## config.mk

```make
export PLATFORM = sky130hd
export DESIGN_NAME = rle_pixel_packer_15bit
export DESIGN_NICKNAME = d
export VERILOG_FILES = /design/src/rtl/rpp_pkg.sv /design/src/rtl/rpp_front.sv /design/src/rtl/rpp_fifo.sv /design/src/rtl/rpp_back.sv /design/src/rtl/rle_pixel_packer_15bit.sv
export SDC_FILE = /design/constraint.sdc
export NUM_CORES = 1
export LEC_CHECK = 0
export BUFFER_PORTS_ARGS = -buffer_cell sky130_fd_sc_hd__buf_2
export CAP_MARGIN = 20
export CORE_ASPECT_RATIO = 1.5
export CORE_MARGIN = 3
export CORE_UTILIZATION = 35
export CTS_CLUSTER_DIAMETER = 60
export CTS_CLUSTER_SIZE = 12
export DETAILED_ROUTE_END_ITERATION = 6
export PLACE_DENSITY_LB_ADDON = 0.12
export SYNTH_ARGS = -nofsm -noshare
export SYNTH_HDL_FRONTEND = slang
export SYNTH_HIERARCHICAL = 1
export SYNTH_SLANG_ARGS = --single-unit
```

## constraint.sdc

```tcl
create_clock -name clk_i -period 8 [get_ports clk_i]
set_clock_uncertainty 0.2 [all_clocks]
set_input_delay 0.4 -clock clk_i [delete_from_list [all_inputs] [get_ports clk_i]]
set_output_delay 0.4 -clock clk_i [all_outputs]
set_load 0.01 [all_outputs]
```

## src/rtl/rpp_pkg.sv

```systemverilog
// ----------------------------------------------------------------------------
// rpp_pkg
// Shared types and constants for the 15-bit RLE pixel packer.
// ----------------------------------------------------------------------------
package rpp_pkg;

  localparam int unsigned CODE_W     = 15;
  localparam int unsigned WORD_W     = 16;
  localparam int unsigned CHAN_W     = 8;
  localparam int unsigned FIFO_DEPTH = 4;

  localparam logic [CODE_W-1:0] RUN_LIMIT = 15'h7FFF;

  // default quantization: 5/5/5 packed as R:G:B
  localparam int unsigned DEF_RED_MAX     = 31;
  localparam int unsigned DEF_GREEN_MAX   = 31;
  localparam int unsigned DEF_BLUE_MAX    = 31;
  localparam int unsigned DEF_RED_SHIFT   = 10;
  localparam int unsigned DEF_GREEN_SHIFT = 5;
  localparam int unsigned DEF_BLUE_SHIFT  = 0;

  // one request from front to back: an optional closed run, then an
  // optional flushed run on the last pixel of the image
  typedef struct packed {
    logic              close_vld;
    logic [CODE_W-1:0] close_code;
    logic [CODE_W-1:0] close_len;
    logic              flush_vld;
    logic [CODE_W-1:0] flush_code;
    logic [CODE_W-1:0] flush_len;
  } rpp_entry_t;

  typedef enum logic {
    SEG_CLOSE,
    SEG_FLUSH
  } rpp_seg_e;

endpackage

```

## src/rtl/rpp_front.sv

```systemverilog
// ----------------------------------------------------------------------------
// rpp_front
// Quantizes each pixel to a color code and tracks the open run.
// ----------------------------------------------------------------------------
module rpp_front #(
  parameter int unsigned RED_MAX     = rpp_pkg::DEF_RED_MAX,
  parameter int unsigned GREEN_MAX   = rpp_pkg::DEF_GREEN_MAX,
  parameter int unsigned BLUE_MAX    = rpp_pkg::DEF_BLUE_MAX,
  parameter int unsigned RED_SHIFT   = rpp_pkg::DEF_RED_SHIFT,
  parameter int unsigned GREEN_SHIFT = rpp_pkg::DEF_GREEN_SHIFT,
  parameter int unsigned BLUE_SHIFT  = rpp_pkg::DEF_BLUE_SHIFT
) (
  input  logic                        clk_i,
  input  logic                        rst_ni,
  input  logic                        accept_i,
  input  logic [rpp_pkg::CHAN_W-1:0]  pixel_red_i,
  input  logic [rpp_pkg::CHAN_W-1:0]  pixel_green_i,
  input  logic [rpp_pkg::CHAN_W-1:0]  pixel_blue_i,
  input  logic                        final_pixel_i,
  output logic                        push_o,
  output rpp_pkg::rpp_entry_t         entry_o
);
  import rpp_pkg::*;

  // floor(v * mx / 255): product fits 13 bits, so (x + (x >> 8) + 1) >> 8
  function automatic logic [CODE_W-1:0] quant(input logic [CHAN_W-1:0] v,
                                              input logic [4:0] mx,
                                              input logic [3:0] sh);
    logic [13:0] prod;
    logic [13:0] sum;
    logic [4:0]  q;
    prod = 14'(v) * 14'(mx);
    sum  = prod + (prod >> 8) + 14'd1;
    q    = sum[12:8];
    return CODE_W'(q) << sh;
  endfunction

  logic              run_open_q, run_open_d;
  logic [CODE_W-1:0] run_code_q, run_code_d;
  logic [CODE_W-1:0] run_len_q, run_len_d;

  logic [CODE_W-1:0] code;
  logic              extend, close;
  logic [CODE_W-1:0] code_new, len_new;

  always_comb begin
    code = quant(pixel_red_i,   5'(RED_MAX),   4'(RED_SHIFT))
         | quant(pixel_green_i, 5'(GREEN_MAX), 4'(GREEN_SHIFT))
         | quant(pixel_blue_i,  5'(BLUE_MAX),  4'(BLUE_SHIFT));

    extend   = run_open_q && (code == run_code_q) && (run_len_q != RUN_LIMIT);
    close    = run_open_q && !extend;
    code_new = extend ? run_code_q : code;
    len_new  = extend ? run_len_q + CODE_W'(1) : CODE_W'(1);

    run_open_d = run_open_q;
    run_code_d = run_code_q;
    run_len_d  = run_len_q;
    if (accept_i) begin
      if (final_pixel_i) begin
        run_open_d = 1'b0;
        run_code_d = '0;
        run_len_d  = '0;
      end else begin
        run_open_d = 1'b1;
        run_code_d = code_new;
        run_len_d  = len_new;
      end
    end

    push_o             = accept_i && (close || final_pixel_i);
    entry_o.close_vld  = close;
    entry_o.close_code = run_code_q;
    entry_o.close_len  = run_len_q;
    entry_o.flush_vld  = final_pixel_i;
    entry_o.flush_code = code_new;
    entry_o.flush_len  = len_new;
  end

  always_ff @(posedge clk_i or negedge rst_ni) begin
    if (!rst_ni) begin
      run_open_q <= 1'b0;
      run_code_q <= '0;
      run_len_q  <= '0;
    end else begin
      run_open_q <= run_open_d;
      run_code_q <= run_code_d;
      run_len_q  <= run_len_d;
    end
  end

endmodule

```

## src/rtl/rpp_fifo.sv

```systemverilog
// ----------------------------------------------------------------------------
// rpp_fifo
// Short request queue between the run tracker and the word emitter.
// ----------------------------------------------------------------------------
module rpp_fifo #(
  parameter int unsigned DEPTH = rpp_pkg::FIFO_DEPTH
) (
  input  logic                clk_i,
  input  logic                rst_ni,
  input  logic                push_i,
  input  rpp_pkg::rpp_entry_t wdata_i,
  output logic                full_o,
  input  logic                pop_i,
  output logic                valid_o,
  output rpp_pkg::rpp_entry_t rdata_o
);
  import rpp_pkg::*;

  localparam int unsigned PTR_W = (DEPTH > 1) ? $clog2(DEPTH) : 1;
  localparam int unsigned CNT_W = $clog2(DEPTH + 1);

  rpp_entry_t         mem_q [DEPTH];
  logic [PTR_W-1:0]   wr_ptr_q, wr_ptr_d;
  logic [PTR_W-1:0]   rd_ptr_q, rd_ptr_d;
  logic [CNT_W-1:0]   cnt_q, cnt_d;
  logic               do_push, do_pop;

  always_comb begin
    full_o  = (cnt_q == CNT_W'(DEPTH));
    valid_o = (cnt_q != '0);
    rdata_o = mem_q[rd_ptr_q];
    do_push = push_i && !full_o;
    do_pop  = pop_i && valid_o;

    wr_ptr_d = wr_ptr_q;
    rd_ptr_d = rd_ptr_q;
    if (do_push) begin
      wr_ptr_d = (wr_ptr_q == PTR_W'(DEPTH - 1)) ? '0 : wr_ptr_q + PTR_W'(1);
    end
    if (do_pop) begin
      rd_ptr_d = (rd_ptr_q == PTR_W'(DEPTH - 1)) ? '0 : rd_ptr_q + PTR_W'(1);
    end

    cnt_d = cnt_q;
    if (do_push && !do_pop) begin
      cnt_d = cnt_q + CNT_W'(1);
    end else if (do_pop && !do_push) begin
      cnt_d = cnt_q - CNT_W'(1);
    end
  end

  always_ff @(posedge clk_i) begin
    if (do_push) begin
      mem_q[wr_ptr_q] <= wdata_i;
    end
  end

  always_ff @(posedge clk_i or negedge rst_ni) begin
    if (!rst_ni) begin
      wr_ptr_q <= '0;
      rd_ptr_q <= '0;
      cnt_q    <= '0;
    end else begin
      wr_ptr_q <= wr_ptr_d;
      rd_ptr_q <= rd_ptr_d;
      cnt_q    <= cnt_d;
    end
  end

endmodule

```

## src/rtl/rpp_back.sv

```systemverilog
// ----------------------------------------------------------------------------
// rpp_back
// Expands queued run requests into header and code words, one per cycle while the output is not stalled.
// ----------------------------------------------------------------------------
module rpp_back (
  input  logic                        clk_i,
  input  logic                        rst_ni,
  input  logic                        fifo_valid_i,
  input  rpp_pkg::rpp_entry_t         fifo_data_i,
  output logic                        fifo_pop_o,
  output logic                        out_valid_o,
  input  logic                        out_stall_i,
  output logic [rpp_pkg::WORD_W-1:0]  code_word_o,
  output logic                        is_header_o,
  output logic                        item_done_o,
  output logic                        image_done_o
);
  import rpp_pkg::*;

  logic              have_q, have_d;
  rpp_entry_t        ent_q, ent_d;
  rpp_seg_e          seg_q, seg_d;
  logic              hdr_done_q, hdr_done_d;

  logic              out_valid_q, out_valid_d;
  logic [WORD_W-1:0] word_q, word_d;
  logic              hdr_q, hdr_d;
  logic              item_q, item_d;
  logic              image_q, image_d;

  logic              load, need_hdr, seg_last, ent_last;
  logic [CODE_W-1:0] cur_code, cur_len;

  always_comb begin
    load     = have_q && (!out_valid_q || !out_stall_i);
    cur_code = (seg_q == SEG_CLOSE) ? ent_q.close_code : ent_q.flush_code;
    cur_len  = (seg_q == SEG_CLOSE) ? ent_q.close_len  : ent_q.flush_len;
    need_hdr = (|cur_len[CODE_W-1:1]) && !hdr_done_q;
    seg_last = !need_hdr;
    ent_last = seg_last && ((seg_q == SEG_FLUSH) || !ent_q.flush_vld);

    fifo_pop_o = fifo_valid_i && (!have_q || (load && ent_last));

    have_d     = have_q;
    ent_d      = ent_q;
    seg_d      = seg_q;
    hdr_done_d = hdr_done_q;
    if (load) begin
      hdr_done_d = need_hdr;
      if (ent_last) begin
        have_d = 1'b0;
      end else if (seg_last) begin
        seg_d = SEG_FLUSH;
      end
    end
    if (fifo_pop_o) begin
      have_d     = 1'b1;
      ent_d      = fifo_data_i;
      seg_d      = fifo_data_i.close_vld ? SEG_CLOSE : SEG_FLUSH;
      hdr_done_d = 1'b0;
    end

    out_valid_d = out_valid_q && out_stall_i;
    word_d      = word_q;
    hdr_d       = hdr_q;
    item_d      = item_q;
    image_d     = image_q;
    if (load) begin
      out_valid_d = 1'b1;
      word_d      = need_hdr ? {1'b1, cur_len} : {1'b0, cur_code};
      hdr_d       = need_hdr;
      item_d      = ent_last;
      image_d     = ent_last && ent_q.flush_vld;
    end
  end

  always_ff @(posedge clk_i or negedge rst_ni) begin
    if (!rst_ni) begin
      have_q      <= 1'b0;
      seg_q       <= SEG_CLOSE;
      hdr_done_q  <= 1'b0;
      out_valid_q <= 1'b0;
    end else begin
      have_q      <= have_d;
      seg_q       <= seg_d;
      hdr_done_q  <= hdr_done_d;
      out_valid_q <= out_valid_d;
    end
  end

  always_ff @(posedge clk_i) begin
    ent_q   <= ent_d;
    word_q  <= word_d;
    hdr_q   <= hdr_d;
    item_q  <= item_d;
    image_q <= image_d;
  end

  assign out_valid_o  = out_valid_q;
  assign code_word_o  = word_q;
  assign is_header_o  = hdr_q;
  assign item_done_o  = item_q;
  assign image_done_o = image_q;

endmodule

```

## src/rtl/rle_pixel_packer_15bit.sv

```systemverilog
// ----------------------------------------------------------------------------
// rle_pixel_packer_15bit
// Run-length packer: RGB pixels in, 15-bit color codes and run headers out.
// ----------------------------------------------------------------------------
// Throughput: one pixel and one word per cycle when neither side stalls.
// The first word of a pixel passes in turn through
//   the request queue, the emitter and the output register.
// Input stalls only while the 4-deep request queue is full.
// Reset clears the open run, the queue and the output register.
module rle_pixel_packer_15bit #(
  parameter int unsigned RED_MAX     = rpp_pkg::DEF_RED_MAX,
  parameter int unsigned GREEN_MAX   = rpp_pkg::DEF_GREEN_MAX,
  parameter int unsigned BLUE_MAX    = rpp_pkg::DEF_BLUE_MAX,
  parameter int unsigned RED_SHIFT   = rpp_pkg::DEF_RED_SHIFT,
  parameter int unsigned GREEN_SHIFT = rpp_pkg::DEF_GREEN_SHIFT,
  parameter int unsigned BLUE_SHIFT  = rpp_pkg::DEF_BLUE_SHIFT
) (
  input  logic                        clk_i,
  input  logic                        rst_ni,
  input  logic                        in_valid_i,
  output logic                        in_stall_o,
  input  logic [rpp_pkg::CHAN_W-1:0]  pixel_red_i,
  input  logic [rpp_pkg::CHAN_W-1:0]  pixel_green_i,
  input  logic [rpp_pkg::CHAN_W-1:0]  pixel_blue_i,
  input  logic                        final_pixel_i,
  output logic                        out_valid_o,
  input  logic                        out_stall_i,
  output logic [rpp_pkg::WORD_W-1:0]  code_word_o,
  output logic                        is_header_o,
  output logic                        item_done_o,
  output logic                        image_done_o
);
  import rpp_pkg::*;

  logic       accept;
  logic       push, full, fifo_valid, fifo_pop;
  rpp_entry_t push_entry, pop_entry;

  assign in_stall_o = full;
  assign accept     = in_valid_i && !full;

  rpp_front #(
    .RED_MAX     (RED_MAX),
    .GREEN_MAX   (GREEN_MAX),
    .BLUE_MAX    (BLUE_MAX),
    .RED_SHIFT   (RED_SHIFT),
    .GREEN_SHIFT (GREEN_SHIFT),
    .BLUE_SHIFT  (BLUE_SHIFT)
  ) u_front (
    .clk_i         (clk_i),
    .rst_ni        (rst_ni),
    .accept_i      (accept),
    .pixel_red_i   (pixel_red_i),
    .pixel_green_i (pixel_green_i),
    .pixel_blue_i  (pixel_blue_i),
    .final_pixel_i (final_pixel_i),
    .push_o        (push),
    .entry_o       (push_entry)
  );

  rpp_fifo #(
    .DEPTH (FIFO_DEPTH)
  ) u_fifo (
    .clk_i   (clk_i),
    .rst_ni  (rst_ni),
    .push_i  (push),
    .wdata_i (push_entry),
    .full_o  (full),
    .pop_i   (fifo_pop),
    .valid_o (fifo_valid),
    .rdata_o (pop_entry)
  );

  rpp_back u_back (
    .clk_i        (clk_i),
    .rst_ni       (rst_ni),
    .fifo_valid_i (fifo_valid),
    .fifo_data_i  (pop_entry),
    .fifo_pop_o   (fifo_pop),
    .out_valid_o  (out_valid_o),
    .out_stall_i  (out_stall_i),
    .code_word_o  (code_word_o),
    .is_header_o  (is_header_o),
    .item_done_o  (item_done_o),
    .image_done_o (image_done_o)
  );

endmodule

```

==> results_dict.tcl <==
set metrics [dict create \
    cts_buffer_depth 3 \
    fp.dieW_um 197.8 \
    irDropWorstVdd_mv 0.1420 \
    wl_per_cell_um 21.28 \
    synth_cell_type_count 95 \
    htreeDepth 2 \
    startpoint "pixel_red_i[0]" \
    outcome "complete, no violations" \
    cpPeakStageDelay_ps 570 \
    worst_ep_required_time_ps 8200 \
    die_area_um2 58120 \
    fin_nets 1564 \
    clk_latency_ps 510 \
    synthAdderAreaFrac_pct 10.22 \
    diodes 0 \
    cpMaxStageDelayCell "or4_1" \
    min_period_ps 7364 \
    drtIter0Drc 544 \
    cts.sinks 369 \
    crit_type "in2reg" \
    total_power_w 0.008285 \
    vias_per_cell 5.240 \
    core_area_um2 54130 \
    gp_congestion 0.8289 \
    p_leak_nw 7.944 \
    vias 11136 \
    final-setup-viol-count 0 \
    max-cap-violations 0 \
    dpl_worst_slack_ps 37.08 \
    cts_tree "built" \
    hold_viol_final 0 \
    ys_seq_elements 369 \
    cts_buffers 36 \
    wl_mm 45.22 \
    placed_area_um2 20530 \
    die_h_um 293.8 \
    cts.repair.resized 0 \
    synthCells 1316 \
    clock.fmax_mhz 135.8 \
    synth_top_area_share_pct 50.82 \
    hp-class "in2reg" \
    syn_avg_cell_area_um2 14.68 \
    min_from "final_pixel_i" \
    dp_hpwl_mm 32.41 \
    yosys.area_share.simple_pct 8.535 \
    finalCritPeriodShare_pct 92.05 \
    synth_top_family_by_area "adder cells" \
    power.density_nw_per_um2 383.9 \
    stdcell_area_um2 21580 \
    grt_use_total_pct 15.89 \
    ios 50 \
    ys_seq_area_share_pct 56.26 \
    dr.pass1.iters 5 \
    drv_slew 0 \
    rsz0062_at_grt "no" \
    antenna_found_initial 0 \
    start_kind "primary input" \
    tightest_slew_ps 921.4 \
    r2r-start "u_front/run_len_q[0]" \
    num_rows 104 \
    synth_flop_cell "edfxtp_1" \
    yosys.area.top_type "edfxtp_1" \
    initial_core_util_pct 35.69 \
    drive_gt1_share_pct 17.48 \
    synth_edf_count 327 \
    arrival_ps 7560 \
    synth_xor_area_share_pct 3.011 \
    synth_fp_nets 1470 \
    async_flop_share_pct 11.38 \
    grt_overflow_total 0 \
    hold_slack_ps 77.06 \
    filler_cell_count 5103 \
    synth.mux.area_fraction_pct 9.875 \
    crit_path_end_kind "flip-flop" \
    root_buffer "clkbuf_16" \
    cp_max_fo 6 \
    grt_pass1_wl_mm 71.04 \
    port_buffers 49 \
    area_growth_pct 11.70 \
    ys_warn_count 6 \
    rrSetupSlack_ps 2880 \
    fin_ws_ps 636.0 \
    cts_hold_buf 2 \
    fin_setup_tns_ps 0 \
    cts.clk_slew.worst_paths_ps 70 \
    drc 0 \
    syn_area_um2 19320 \
    ant_nets 0 \
    max_slew_margin_pct 38.57 \
    synthTopCellsByArea "edfxtp_1, mux4_2, dfrtp_1, fa_1, ha_1" \
    postCtsSetupRepairBufs 0 \
    synth_compound_area_share_pct 7.971 \
    grt_max_degree 62 \
    grt_pass1_vias 11983 \
]
## stage by stage
stage / cells / util, %
finish: 2125 / 39.87
global route: 2125 / 39.87
CTS: 2125 / 39.87
detailed placement: 2059 / 37.93
global placement: 2058 / 37.91
floorplan: 1316 / -
## worst max-delay path, delay by kind of cell
| kind | cells | cell delay, ps |
|---|---|---|
| simple gates | 7 | 1800 |
| fa+ha+maj | 7 | 2790 |
| xor+xnor | 1 | 170 |
| buf+inv | 5 | 420 |
| mux | 1 | 270 |
| compound gates | 7 | 1740 |
## cell usage after synthesis, types with 11 or more instances
cell type and count:
and2_1 16, inv_1 132, xor2_1 20, a21oi_1 35
xnor2_1 34, a22o_1 24, nor3_2 11, o21a_1 13
nand2_1 43, buf_2 13, mux4_2 67, o21ai_0 28
nand3_1 34, fa_1 52, ha_1 73, nor2_1 61
and3_1 12, dfrtp_1 42, nor3_1 32, edfxtp_1 327
a21o_1 11, nor2b_1 16
## cell usage in the layout (no fill, tap or decap), drive strengths merged, types with 21 or more instances in the layout
cell | netlist | final
edfxtp | 327 | 327
inv | 132 | 132
buf | 29 | 91
mux4 | 77 | 77
ha | 73 | 73
nor2 | 63 | 63
clkbuf | 8 | 63
fa | 52 | 52
nand2 | 44 | 44
nor3 | 43 | 43
dfrtp | 42 | 42
a21oi | 36 | 36
nand3 | 34 | 34
xnor2 | 34 | 34
o21ai | 31 | 31
a22o | 24 | 24
xor2 | 21 | 21
## worst paths after layout
| check | endpoint | cells past startpoint |
|---|---|---|
| setup / recovery | u_fifo/cnt_q[1] | 28 |
| hold / removal | u_fifo/mem_q[3][30] | 1 |
| setup reg to reg | u_fifo/cnt_q[2] | 20 |
| hold reg to reg | u_fifo/cnt_q[2] | 1 |
| max in group asynchronous | u_fifo/rd_ptr_q[0] | 3 |
| min in group asynchronous | u_front/run_len_q[7] | 3 |
## per-layer routing
metal	track usage (%)	wire length [um]
met2	30.57	25000
met3	1.558	1182
met1	18.55	17790
met5	0	0
met4	4.664	1249
## logic make-up after synthesis
logic type      after synthesis
mux                          89
flops                       369
buf+inv                     170
simple gates                295
xor+xnor                     59
fa+ha+maj                   127
compound gates              207
## area by class of cell
cell class	instances	area, um2	share of cell area, %
Tap cell	689	862.1	3.994
Clock buffer	63	1023	4.742
Sequential cell	369	10880	50.39
Multi-Input combinational cell	777	7671	35.54
Timing Repair Buffer	93	646.9	2.997
Inverter	133	499.2	2.313
Clock inverter	1	5.005	0.02319
## state kept, by name, indices dropped and copies added, names as in the netlist, 2 cells and up
register and cells:
u_fifo/mem_q 248, u_back/ent_q 61, u_back/code_word_o 16, u_front/run_code_q 15, u_front/run_len_q 15, u_fifo/cnt_q 3, u_fifo/rd_ptr_q 2, u_fifo/wr_ptr_q 2
## report_power, final
group          switching, W  total [W]  internal (W)
Sequential         0.000329    0.00317       0.00285
Clock              0.000677    0.00154      0.000864
Combinational       0.00209    0.00357       0.00148
Total               0.00309    0.00829       0.00519
No activity file was read; power rests on OpenSTA's default activity.
